--- src/rtl/core/bfsp_pkg.sv ---
// ----------------------------------------------------------------------------
// Shortest-path engine package
// Widths, codes and the command and status groups that pass between the
// controller and the datapath.
// ----------------------------------------------------------------------------
package bfsp_pkg;

    localparam int MAX_NODES = 1024;
    localparam int MAX_EDGES = 4096;
    localparam int NODE_W    = $clog2(MAX_NODES);
    localparam int CNT_W     = $clog2(MAX_NODES + 1);
    localparam int EDGE_AW   = $clog2(MAX_EDGES);
    localparam int ECNT_W    = $clog2(MAX_EDGES + 1);
    localparam int WEIGHT_W  = 32;
    localparam int DIST_W    = 48;
    localparam int EDGE_W    = 2 * NODE_W + WEIGHT_W;
    localparam int NREC_W    = DIST_W + 1;

    typedef enum logic [1:0] {
        KIND_ADD   = 2'd0,
        KIND_CLR   = 2'd1,
        KIND_RUN   = 2'd2,
        KIND_QUERY = 2'd3
    } t_kind;

    typedef enum logic [1:0] {
        ST_OK       = 2'd0,
        ST_UNREACH  = 2'd1,
        ST_NEGCYC   = 2'd2,
        ST_REJECTED = 2'd3
    } t_status;

    typedef enum logic [1:0] {
        OUT_ADD,
        OUT_RUN_BAD,
        OUT_RUN_DONE,
        OUT_QUERY
    } t_out_sel;

    typedef struct packed {
        logic                accept;
        logic                sweep_wr;
        logic                seed_wr;
        logic                node_rd;
        logic                calc;
        logic                upd;
        logic                detect;
        logic [NODE_W-1:0]   sweep_addr;
        logic [EDGE_AW-1:0]  edge_addr;
        logic                out_load;
        t_out_sel            out_sel;
    } t_cmd;

    typedef struct packed {
        logic [ECNT_W-1:0] edge_count;
        logic [CNT_W-1:0]  n_act;
        logic              src_bad;
        logic              out_free;
    } t_stat;

endpackage

--- src/rtl/core/bfsp_ctrl.sv ---
// ----------------------------------------------------------------------------
// Shortest-path engine controller
// Sequences edge loads, queries, and the clear sweep and relaxation passes
// of a run.
// ----------------------------------------------------------------------------
module bfsp_ctrl import bfsp_pkg::*; (
    input  logic       i_clk,
    input  logic       i_rst_n,
    input  logic       i_valid,
    input  logic [1:0] i_kind,
    input  t_stat      i_stat,
    output logic       o_ready,
    output t_cmd       o_cmd
);

    typedef enum logic [8:0] {
        S_IDLE   = 9'b000000001,
        S_SWEEP  = 9'b000000010,
        S_SEED   = 9'b000000100,
        S_PSTART = 9'b000001000,
        S_EFETCH = 9'b000010000,
        S_NREAD  = 9'b000100000,
        S_CALC   = 9'b001000000,
        S_UPD    = 9'b010000000,
        S_QRESP  = 9'b100000000
    } t_state;

    t_state             r_state, n_state;
    logic [NODE_W-1:0]  r_sweep, n_sweep;
    logic [EDGE_AW-1:0] r_eidx,  n_eidx;
    logic [CNT_W-1:0]   r_pass,  n_pass;
    logic               w_detect;
    logic               w_last_edge;
    logic               w_accept;

    assign o_ready     = (r_state == S_IDLE) && i_stat.out_free;
    assign w_accept    = o_ready && i_valid;
    assign w_detect    = (r_pass == i_stat.n_act);
    assign w_last_edge = ({1'b0, r_eidx} + ECNT_W'(1)) == i_stat.edge_count;

    always_comb begin
        n_state = r_state;
        n_sweep = r_sweep;
        n_eidx  = r_eidx;
        n_pass  = r_pass;
        o_cmd            = '0;
        o_cmd.out_sel    = OUT_ADD;
        o_cmd.accept     = w_accept;
        o_cmd.sweep_addr = r_sweep;
        o_cmd.edge_addr  = r_eidx;
        o_cmd.detect     = w_detect;
        unique case (r_state)
            S_IDLE: begin
                if (w_accept) begin
                    unique case (t_kind'(i_kind))
                        KIND_ADD: begin
                            o_cmd.out_load = 1'b1;
                            o_cmd.out_sel  = OUT_ADD;
                        end
                        KIND_CLR: begin
                        end
                        KIND_RUN: begin
                            n_sweep = '0;
                            n_state = S_SWEEP;
                        end
                        KIND_QUERY: begin
                            n_state = S_QRESP;
                        end
                        default: begin
                        end
                    endcase
                end
            end
            S_SWEEP: begin
                o_cmd.sweep_wr = 1'b1;
                n_sweep = r_sweep + NODE_W'(1);
                if (&r_sweep) begin
                    if (i_stat.src_bad) begin
                        o_cmd.out_load = 1'b1;
                        o_cmd.out_sel  = OUT_RUN_BAD;
                        n_state = S_IDLE;
                    end else begin
                        n_state = S_SEED;
                    end
                end
            end
            S_SEED: begin
                o_cmd.seed_wr = 1'b1;
                n_pass  = CNT_W'(1);
                n_state = S_PSTART;
            end
            S_PSTART: begin
                n_eidx = '0;
                if (i_stat.edge_count == '0) begin
                    if (w_detect) begin
                        o_cmd.out_load = 1'b1;
                        o_cmd.out_sel  = OUT_RUN_DONE;
                        n_state = S_IDLE;
                    end else begin
                        n_pass = r_pass + CNT_W'(1);
                    end
                end else begin
                    n_state = S_EFETCH;
                end
            end
            S_EFETCH: begin
                n_state = S_NREAD;
            end
            S_NREAD: begin
                o_cmd.node_rd = 1'b1;
                n_state = S_CALC;
            end
            S_CALC: begin
                o_cmd.calc = 1'b1;
                n_state = S_UPD;
            end
            S_UPD: begin
                o_cmd.upd = 1'b1;
                n_eidx = r_eidx + EDGE_AW'(1);
                if (w_last_edge) begin
                    if (w_detect) begin
                        o_cmd.out_load = 1'b1;
                        o_cmd.out_sel  = OUT_RUN_DONE;
                        n_state = S_IDLE;
                    end else begin
                        n_pass  = r_pass + CNT_W'(1);
                        n_state = S_PSTART;
                    end
                end else begin
                    n_state = S_EFETCH;
                end
            end
            S_QRESP: begin
                o_cmd.out_load = 1'b1;
                o_cmd.out_sel  = OUT_QUERY;
                n_state = S_IDLE;
            end
            default: begin
                n_state = S_IDLE;
            end
        endcase
    end

    always_ff @(posedge i_clk) begin
        if (!i_rst_n) begin
            r_state <= S_IDLE;
            r_sweep <= '0;
            r_eidx  <= '0;
            r_pass  <= '0;
        end else begin
            r_state <= n_state;
            r_sweep <= n_sweep;
            r_eidx  <= n_eidx;
            r_pass  <= n_pass;
        end
    end

endmodule

--- config.mk ---
export PLATFORM = sky130hd
export DESIGN_NAME = bfsp_ctrl
export DESIGN_NICKNAME = d
export VERILOG_FILES = /design/src/rtl/core/bfsp_pkg.sv /design/src/rtl/core/bfsp_ctrl.sv
export SDC_FILE = /design/constraint.sdc
export NUM_CORES = 1
export LEC_CHECK = 0
export ABC_AREA = 1
export BUFFER_PORTS_ARGS = -buffer_cell sky130_fd_sc_hd__buf_2
export CORE_MARGIN = 5
export CORE_UTILIZATION = 35
export DETAILED_ROUTE_END_ITERATION = 8
export PLACE_DENSITY = 0.63
export SYNTH_ARGS = -nofsm -noshare
export SYNTH_HDL_FRONTEND = slang
export SYNTH_SLANG_ARGS = --single-unit
--- constraint.sdc ---
create_clock -name i_clk -period 4.3 [get_ports i_clk]
set_input_delay 1.075 -clock i_clk [delete_from_list [all_inputs] [get_ports i_clk]]
set_output_delay 1.075 -clock i_clk [all_outputs]
set_load 0.01 [all_outputs]
==> results of run 1 <==
[critical path, cell delays in order]
cell     delay [ps]
buf_2           110
nor2_1          130
nand4_1         130
nor3_1          300
inv_1           110
nor2_1          180
inv_1            70
o21ai_0         190
inv_1            90
nand3_1          90
buf_2           130
[flip-flops by register name, summed over array words and instances (netlist names)]
name and count:
r_state 9, r_sweep 10, r_pass 11, r_eidx 12
[per-stage QoR]
stage	instances	total power, mW	setup WS [ps]	cell area, sq um
6_report	689	0.9440	629.5	3632
5_1_grt	689	1.001	420.5	3632
4_1_cts	689	0.9562	614.0	3632
3_5_place_dp	682	0.6227	625.4	3520
3_3_place_gp	682	0.6200	700.4	3520
2_1_floorplan	517	0.5672	1205	3099
[synth_stat cells, types with 2 or more instances]
master | number | share of area
a21oi_1 | 25 | 0.040
nor3_1 | 13 | 0.021
nor3b_1 | 2 | 0.0048
clkbuf_1 | 3 | 0.0036
o21ai_1 | 7 | 0.011
xnor2_1 | 7 | 0.020
dfxtp_1 | 42 | 0.27
buf_4 | 2 | 0.0048
a211oi_1 | 2 | 0.0048
ha_1 | 3 | 0.012
inv_1 | 78 | 0.094
o21ai_0 | 12 | 0.019
xor2_1 | 9 | 0.025
nor2_1 | 58 | 0.070
nand3_1 | 53 | 0.086
inv_2 | 3 | 0.0036
nor4_1 | 6 | 0.012
nand4_1 | 19 | 0.038
nand2_1 | 139 | 0.17
nor2_2 | 5 | 0.010
nand3b_1 | 6 | 0.015
nand2_2 | 4 | 0.0081
[per-layer routing]
| metal | part of all wire | GRT usage | routed length, um | vias to the layer above |
|---|---|---|---|---|
| met5 | 0 | 0 | 0 | - |
| met4 | 0.0046 | 0.03145 | 40 | 0 |
| met3 | 0.052 | 0.02855 | 453 | 2 |
| met2 | 0.46 | 0.2678 | 4046 | 105 |
| met1 | 0.48 | 0.2167 | 4187 | 1563 |
| li1 | - | - | - | 1800 |
[placed cells by master, fill, tap and decap left out, types with 2 or more instances in the layout]
| cell | Yosys | layout |
|---|---|---|
| dfxtp_1 | 42 | 42 |
| nand2_1 | 139 | 139 |
| inv_2 | 3 | 3 |
| a211oi_1 | 2 | 2 |
| nor4_1 | 6 | 6 |
| nor3b_1 | 2 | 2 |
| ha_1 | 3 | 3 |
| nand3b_1 | 6 | 6 |
| nor3_1 | 13 | 13 |
| a21oi_1 | 25 | 25 |
| o21ai_0 | 12 | 12 |
| nand4_1 | 19 | 19 |
| inv_1 | 78 | 78 |
| nor2_2 | 5 | 5 |
| nand3_1 | 53 | 53 |
| xor2_1 | 9 | 9 |
| nand2_2 | 4 | 4 |
| xnor2_1 | 7 | 7 |
| nor2_1 | 58 | 58 |
| buf_2 | 0 | 63 |
| clkbuf_8 | 0 | 6 |
| o21ai_1 | 7 | 7 |
[logic make-up after synthesis]
family | count (synthesis)
xor+xnor | 16
buf+inv | 88
compound gates | 53
simple gates | 315
fa+ha+maj | 3
flops | 42
[area by class of cell]
class | instances | area [sq um]
Sequential cell | 42 | 840.8
Inverter | 82 | 307.8
Multi-Input combinational cell | 387 | 1921
Clock inverter | 1 | 30.03
Tap cell | 108 | 135.1
Clock buffer | 6 | 82.58
Fill cell | 957 | 5046
Timing Repair Buffer | 63 | 315.3
[power groups by stage]
| stage | Combinational [mW] | Sequential [mW] | Clock (mW) |
|---|---|---|---|
| after floorplan | 0.154 | 0.413 | 0 |
| after detailed placement | 0.208 | 0.415 | 0 |
| after CTS | 0.209 | 0.405 | 0.342 |
| after global placement | 0.206 | 0.414 | 0 |
| after global routing | 0.240 | 0.406 | 0.355 |
| final | 0.209 | 0.405 | 0.329 |
[worst min-delay path by stage]
stage                    start          to  slack [ps]  cells after the start
floorplan           r_state[4]  r_state[5]         460                      2
global placement    r_sweep[3]  r_sweep[3]         480                      1
detailed placement  r_sweep[3]  r_sweep[3]         480                      1
CTS                 r_sweep[3]  r_sweep[3]         500                      1
global route        r_sweep[3]  r_sweep[3]         520                      1
finish              r_sweep[2]  r_sweep[2]         500                      2
==> impl_metrics.ini, run 1 <==
[floorplan]
floorplan.die.width_um = 104.1
core_region_area_sq_mm = 0.008678
floorplan.die_area_sq_mm = 0.01084
placementRows = 34
die_h_um = 104.1
io-pin-count = 64
initial_core_util = 0.3571

[power_and_ir_drop]
netSwitchingPower_mw = 0.2838
netSwitchingFraction = 0.3006
peakVddDrop_uv = 149.9
seqPwrFrac = 0.429
power_density_over_cell_area_mw_per_mm2 = 259.9
power.share.combinational = 0.222
p_int_mw = 0.6602
power.clock.fraction = 0.349
static-leakage-power_nw = 1.706

[run_status]
run_status = finished clean

[place]
hpwl_um = 6921
gp_congestion = 0.8564
port_buffers = 63

[clock_tree]
cts-hold-fix-buffers = 0
number_of_levels_in_the_clock_h_tree = 2
cts_tree = yes
skew_pair_late_insertion_delay_ps = 300
clk_path_buf_depth = 2
postCtsResizedCells = 0
cts_post_setup_buffers_inserted = 0
clock-root-buffer = clkbuf_8
cts_buffers = 5
cts.sinks = 42
clkSlewWorstSetupHoldPaths_ps = 80

[cells_and_area]
layout-drive-gt1-share = 0.1532
nNetsFinal = 615
flow.area_growth_from_synthesis_pct = 17.20
postLayoutCoreUtil = 0.4185
antennaDiodeCount = 0

[global_route]
grt_start_max_net_pins = 29
grt_pass1_wl_um = 14930
globalRouteTotalUtil = 0.1603
grt-ovfl-total = 0
antenna_found_initial = 0
grt_pass1_vias = 3255

[synthesis]
synthesis.instances = 517
synth_top_family_by_area = simple AND/OR/NAND/NOR gates
syn_area_sq_mm = 0.003099
fraction_of_the_yosys_area_taken_by_sequential_cells = 0.2713
postSynthNetCount = 551
flip_flop_cell_with_the_highest_count_after_synthesis = dfxtp_1
synth_adder_area_share = 0.01211
syn-mean-instance-area_sq_um = 5.995
synth_warn = 0
share_of_synthesized_flip_flops_with_an_asynchronous_set_or_reset = 0
yosys.area_share.simple = 0.4663
synth_compound_gate_area_share = 0.09608
synth_mux_area_frac = 0
synth_cell_type_count = 41
synth-edff-count = 0
xor_xnor_share_of_the_synthesized_area = 0.04522
ys_seq_elements = 42

[worst_setup_path]
ff2ff_setup_slack_ps = 1960
timing.setup.critical_path_class = primary input to primary output
regToRegStartpoint = r_eidx[0]
regToRegEndpoint = r_pass[1]
cp_max_fo = 3
required_ps = 3220
timing.critical_path.to_type = primary output
worst_ep_arrival_time_ps = 2600
worst-r2r-cell-count = 14
setup.worst_path.end = o_cmd[2]
worst_setup_path_startpoint = i_stat[13]
type_of_origin_of_the_critical_path = primary input

[route]
vias_per_cell = 5.036
first_pass_iters = 5
detail-route-antenna-nets = 0
drt-initial-drc-count = 129
drt_wl_total_um = 8727
wire_per_inst_um = 12.67
drc = 0
vias = 3470

[timing]
final.min_clock_period_ps = 3671
finalClockSkew_ps = 11.83
timing.max_slew.rel_slack = 0.6190
fin_tns_setup_ps = 0
layout_worst_path_cycle_share = 0.8536
achievable-frequency_ghz = 0.2724
rsz0062_at_grt = no
slew_violations = 0
worst_pin_slew_ps = 570.8
hold-worst-slack_ps = 496.9
setup_viol = 0
final-hold-violation-count = 0

[flow_run]
cap_viol_max_count = 0

[hold_path]
hold_path_class = flop to flop
Power figures use the tool's default switching activity.
==> run 2, diff against run 1 <==
Settings changed: CORE_ASPECT_RATIO set to 1.4.
==> run 2 against run 1 <==
Net effect: maximum frequency increased by 0.72%; hold slack improved by 0.76 ps; clock-buffer cell count unchanged; power increased by 19%; sequential cell count unchanged; sequential power about the same; non-clock buffer count unchanged; sequential share of layout area decreased by 0.51 points; combinational power about the same; setup slack improved by 26 ps; core utilization increased by 1.3 points; die area increased by 0.25%; largest cell class unchanged.
==> impl_metrics.ini, run 2 (synthesis gave the netlist of run 1 again) <==
[place]
hpwl_um = 7193
placed_cell_area_sq_mm = 0.003516
gp_congestion = 0.8668
port_buffers = 63

[route]
vias = 3393
drc = 0
detail-route-antenna-nets = 0
drt-initial-drc-count = 180
drt_wl_total_um = 8943
vias_per_cell = 4.939
first_pass_iters = 4
wire_per_inst_um = 13.02

[cells_and_area]
layout-drive-gt1-share = 0.1546
antennaDiodeCount = 0
reg.largest.list = r_eidx: 12 flops, r_pass: 11 flops, r_sweep: 10 flops
filler_cell_count = 945
nNetsFinal = 615
fin_area_sq_mm = 0.003715
layout_common_cells = 139 x nand2_1, 78 x inv_1, 63 x buf_2, 58 x nor2_1, 53 x nand3_1
flow.area_growth_from_synthesis_pct = 19.86
layout.cells.most_common = nand2_1
register_bank_with_the_most_flops = r_eidx
largest_register_ffs = 12

[timing]
slew_violations = 0
fin_tns_setup_ps = 0
timing.max_slew.rel_slack = 0.5738
rsz0062_at_grt = no
final.min_clock_period_ps = 3644
final-hold-violation-count = 0
worst_pin_slew_ps = 633.5
layout_worst_path_cycle_share = 0.8475
setup_viol = 0
achievable-frequency_ghz = 0.2744
finalClockSkew_ps = 5.416

[worst_setup_path]
worst-r2r-cell-count = 14
regToRegStartpoint = r_eidx[0]
cp_max_fo = 5
cp_num_buf_inv = 3
ff2ff_setup_slack_ps = 1940
type_of_origin_of_the_critical_path = primary input
critPathTopFamily = simple AND/OR/NAND/NOR gates
slowest_cell_on_the_critical_path = nor4_1
path_common_cell = buf_2
slowest_delay_ps = 490
required_ps = 3220
worst_ep_arrival_time_ps = 2570
regToRegEndpoint = r_pass[6]
cell_chain_critical_path = buf_2 -> xor2_1 -> nor4_1 -> nand2_1 -> o21ai_0 -> inv_1 -> nand3_1 -> buf_2
timing.setup.critical_path_class = primary input to primary output
timing.critical_path.to_type = primary output

[floorplan]
floorplan.die_area_sq_mm = 0.01086
floorplan.die.width_um = 89.53
initial_core_util = 0.3600
io-pin-count = 64
core_region_area_sq_mm = 0.008608
die_h_um = 121.3
placementRows = 40

[clock_tree]
cts_post_setup_buffers_inserted = 0
cts.sinks = 42
cts_buffers = 5
number_of_levels_in_the_clock_h_tree = 2
cts-hold-fix-buffers = 0
clock-root-buffer = clkbuf_16
postCtsResizedCells = 0
clk_path_buf_depth = 2
cts_tree = yes
clkSlewWorstSetupHoldPaths_ps = 60
skew_pair_late_insertion_delay_ps = 280

[flow_run]
cap_viol_max_count = 0

[hold_path]
holdCritStartpoint = r_sweep[2]
min_delay_worst_endpoint = r_sweep[2]
hold_path_depth = 2
hold_path_class = flop to flop

[global_route]
grt_pass1_wl_um = 14790
globalRouteTotalUtil = 0.1702
grt-ovfl-total = 0
grt_start_max_net_pins = 29
antenna_found_initial = 0
grt_pass1_vias = 3355

[power_and_ir_drop]
power_density_over_cell_area_mw_per_mm2 = 302.0
peakVddDrop_uv = 238.8
static-leakage-power_nw = 1.745

[run_status]
run_status = finished clean
-- run 2: worst max path at each step --
stage / from / to / slack [ps] / cells after the start
2_1_floorplan: i_stat[22] / o_cmd[2] / 1200 / 9
3_3_place_gp: i_stat[6] / o_cmd[2] / 660 / 8
3_5_place_dp: i_stat[6] / o_cmd[2] / 650 / 8
4_1_cts: i_stat[6] / o_cmd[2] / 640 / 8
5_1_grt: r_eidx[0] / o_cmd[2] / 410 / 14
6_report: i_stat[6] / o_cmd[2] / 660 / 8
-- run 2: layout make-up --
class,instances,area (sq um),area share
Clock buffer,6,138.9,0.03739
Clock inverter,2,60.06,0.01617
Multi-Input combinational cell,387,1921,0.5170
Sequential cell,42,840.8,0.2263
Inverter,82,307.8,0.08286
Timing Repair Buffer,63,315.3,0.08488
Tap cell,105,131.4,0.03537
-- run 2: per-layer routing --
metal,GRT usage,up-vias,part of all wire
met1,0.1925,1504,0.41
met5,0,-,0
li1,-,1795,-
met3,0.03125,21,0.047
met2,0.3040,73,0.51
met4,0.06983,0,0.031
-- run 2: per-stage QoR --
| stage | setup slack [ps] | hold WS, ps | cells | power, mW | utilization |
|---|---|---|---|---|---|
| 3_3_place_gp | 658.2 | 487.1 | 679 | 0.6219 | 0.4084 |
| 4_1_cts | 644.6 | 501.7 | 687 | 1.135 | 0.4315 |
| 3_5_place_dp | 646.8 | 491.0 | 679 | 0.6237 | 0.4084 |
| 5_1_grt | 407.7 | 538.9 | 687 | 1.177 | 0.4315 |
| 2_1_floorplan | 1205 | 463.7 | 517 | 0.5672 | - |
| 6_report | 655.8 | 497.6 | 687 | 1.122 | 0.4315 |
-- run 2: worst min-delay path: stages, from the launching register on --
cell and delay, ps:
dfxtp_1 330, inv_1 60, a211oi_1 60
-- run 2: report_power, final --
group / internal, mW / total, mW / leakage [nW] / switching (mW)
clock: 0.349 / 0.506 / 0.0971 / 0.157
combinational: 0.0766 / 0.211 / 1.31 / 0.134
sequential: 0.398 / 0.405 / 0.339 / 0.00740
==> run 3, diff against run 2 <==
Settings changed: ABC_AREA 1 to 0, PLACE_DENSITY 0.63 to 0.66.
Clock period 4.3 ns to 3.2 ns, I/O delays scaled along.
==> run 3 against run 2 <==
Net effect: the flow now finishes with violations (setup timing); synthesized cell count down 32%; sequential share of layout area up 1.0 points; power up 1.6%; die area down 11%; final cell count down 20%; non-clock buffer count up 39; clock power down 32%; largest cell class unchanged; area after synthesis down 12%; setup slack worse by 770 ps; register-to-register slack worse by 1600 ps; sequential power up 37%; clock skew up 1.1 ps.
==> impl_metrics.ini, run 3 <==
[run_status]
run_status = complete, but fails checks
violated_checks = setup timing

[synthesis]
yosys-top-cells-count = 42 x dfxtp_1, 37 x nor2_1, 35 x a21oi_1, 29 x nand2_1
post-synth-top-area-cell = dfxtp_1
syn-mean-instance-area_sq_um = 7.680
postSynthNetCount = 388
syn_area_sq_mm = 0.002719
synth_most_common_cell = dfxtp_1
flip_flop_cell_with_the_highest_count_after_synthesis = dfxtp_1
synth_area_leaders = dfxtp_1 31%, a21oi_1 6.4%, xnor2_1 6.4%
fraction_of_the_yosys_area_taken_by_sequential_cells = 0.3092
synth_warn = 0
synth_cell_type_count = 56
ys_seq_elements = 42
yosys.area.top_type_share = 0.3092
synth-edff-count = 0
synthesis.instances = 354
share_of_synthesized_flip_flops_with_an_asynchronous_set_or_reset = 0

[cells_and_area]
register_bank_with_the_most_flops = r_eidx
flow.area_growth_from_synthesis_pct = 32.17
layoutNonFillerInstCount = 549
largest_register_ffs = 12
antennaDiodeCount = 0
reg.largest.list = r_eidx: 12 flops, r_pass: 11 flops, r_sweep: 10 flops
layout_common_cells = 62 x buf_2, 38 x buf_4, 37 x nor2_1, 37 x dfxtp_1, 35 x a21oi_1
layout.cells.most_common = buf_2
layout-drive-gt1-share = 0.3163
nNetsFinal = 482

[place]
pre_cts_slack_ps = -211.4
hpwl_um = 5761
port_buffers = 63
dp_cells = 537
gp_congestion = 0.8425

[worst_setup_path]
cp_max_fo = 2
type_of_origin_of_the_critical_path = primary input
slowest_delay_ps = 500
worst_ep_arrival_time_ps = 2510
cell_chain_critical_path = buf_2 -> buf_4 -> nor4_1 -> nand4_1 -> nor3_1 -> o21ai_4 -> o31ai_2 -> buf_2
cp_num_buf_inv = 3
timing.setup.critical_path_class = primary input to primary output
path_common_cell = buf_2
critPathTopFamily = simple AND/OR/NAND/NOR gates
timing.critical_path.to_type = primary output
required_ps = 2400
slowest_cell_on_the_critical_path = nor3_1

[clock_tree]
clkSlewWorstSetupHoldPaths_ps = 90
clock-root-buffer = clkbuf_8
number_of_levels_in_the_clock_h_tree = 2
cts.sinks = 42
cts_buffers = 5
skew_pair_late_insertion_delay_ps = 300
cts_tree = yes
clk_path_buf_depth = 2
cts-hold-fix-buffers = 0

[floorplan]
floorplan.die_area_sq_mm = 0.009656
initial_core_util = 0.3552
core_region_area_sq_mm = 0.007655
io-pin-count = 64
floorplan.die.width_um = 84.49
die_h_um = 114.3
placementRows = 38

[route]
vias = 2922
wire_per_inst_um = 13.92
detail-route-antenna-nets = 0
drt_wl_total_um = 7641
drc = 0
first_pass_iters = 4
drt-initial-drc-count = 78
vias_per_cell = 5.322

[timing]
layout_worst_path_cycle_share = 1.036
timing.final.ws_setup_ps = -114.9
final.min_clock_period_ps = 3315
rsz0062_at_grt = yes
finalClockSkew_ps = 6.503
final-hold-violation-count = 0
timing.max_slew.rel_slack = 0.6278
setup_viol = 2
achievable-frequency_ghz = 0.3017
slew_violations = 0
fin_tns_setup_ps = -189.6
worst_pin_slew_ps = 556.7

[global_route]
grt_start_max_net_pins = 19
antenna_found_initial = 0
grt-ovfl-total = 0
grt_pass1_vias = 2914
globalRouteTotalUtil = 0.1571
grt_pass1_wl_um = 12610

[power_and_ir_drop]
total_power_mw = 1.140
peakVddDrop_uv = 185.9
power_density_over_cell_area_mw_per_mm2 = 317.2
static-leakage-power_nw = 1.471

[hold_path]
hold_path_class = flop to flop

[flow_run]
cap_viol_max_count = 0
==> run 3: cell count changes in the layout (fill, tap and decap cells not counted), moves of 5 or more <==
| cell | change |
|---|---|
| nand2_1 | -110 |
| inv_1 | -66 |
| buf_4 | +38 |
| nand3_1 | -36 |
| nor2_1 | -21 |
| xnor2_1 | +12 |
| or3_1 | +11 |
| a21oi_1 | +10 |
| nand4_1 | -9 |
| clkbuf_16 | -5 |
| dfxtp_1 | -5 |
| nor2_2 | -5 |
==> run 3: layout make-up <==
| cell class | instances | area [sq um] |
|---|---|---|
| repair buffers | 102 | 618.1 |
| fillers | 797 | 4061 |
| inverters | 14 | 52.55 |
| clock inverters | 2 | 13.76 |
| flip-flops and latches | 42 | 849.6 |
| multi-input cells | 283 | 1862 |
| well taps | 100 | 125.1 |
| clock buffers | 6 | 72.57 |
==> run 3: kinds of logic after synthesis <==
logic type	after synthesis	share of synthesized area
and+or+nand+nor	163	0.3249
AOI/OAI and AO/OA	85	0.1942
DFF	42	0.3093
xor gates and xnor gates	31	0.1049
buffers and inverters	29	0.04923
adders and majority gates	3	0.01381
muxes	1	0.003682
==> run 3: metrics by stage <==
step	utilization	area (sq um)	hold slack (ps)
finish	0.4694	3593	507.8
global route	0.4694	3593	535.2
CTS	0.4562	3492	508.4
detailed placement	0.4364	3341	492.5
global placement	0.4364	3341	479.0
floorplan	-	2719	474.7
==> run 3: report_power, final <==
part	switching (mW)	total (mW)	internal (mW)
Clock	0.191	0.345	0.154
Combinational	0.141	0.242	0.100
Sequential	0.0206	0.554	0.533
Total	0.353	1.14	0.787
==> run 3: metal layers <==
layer  GRT usage  share of wire  vias up
met5           0              0        -
met4     0.07709          0.030        0
met3     0.03168          0.044       17
met2      0.2943           0.53       66
met1      0.1645           0.40     1364
li1            -              -     1475
==> run 3: repair_timing <==
action | in CTS | in global routing
setup buffers | 1 | 4
pin swaps | 7 | 12
endpoints found under the setup margin | 2 | 2
cloned | 0 | 0
endpoints found under the hold margin | 0 | 0
resized for setup | 17 | 14
==> run 3: worst register-to-register path, cell delays in order (launching register included) <==
cell and delay (ps):
dfxtp_2 360, ha_4 160, nand3_4 130, nor4_4 310, xnor2_1 240, nand3_2 140
nor4_4 320, buf_4 150, o221ai_2 190, buf_4 240, or3_1 350, a21oi_1 150
==> run 3: final timing paths <==
check / depth (start not counted) / slack, ps / endpoint / from
setup reg to reg: 11 / 380 / r_pass[4] / r_eidx[1]
setup / recovery: 8 / -110 / o_cmd[1] / i_stat[14]
hold / removal: 2 / 510 / r_sweep[5] / r_sweep[5]
hold reg to reg: 2 / 510 / r_sweep[5] / r_sweep[5]
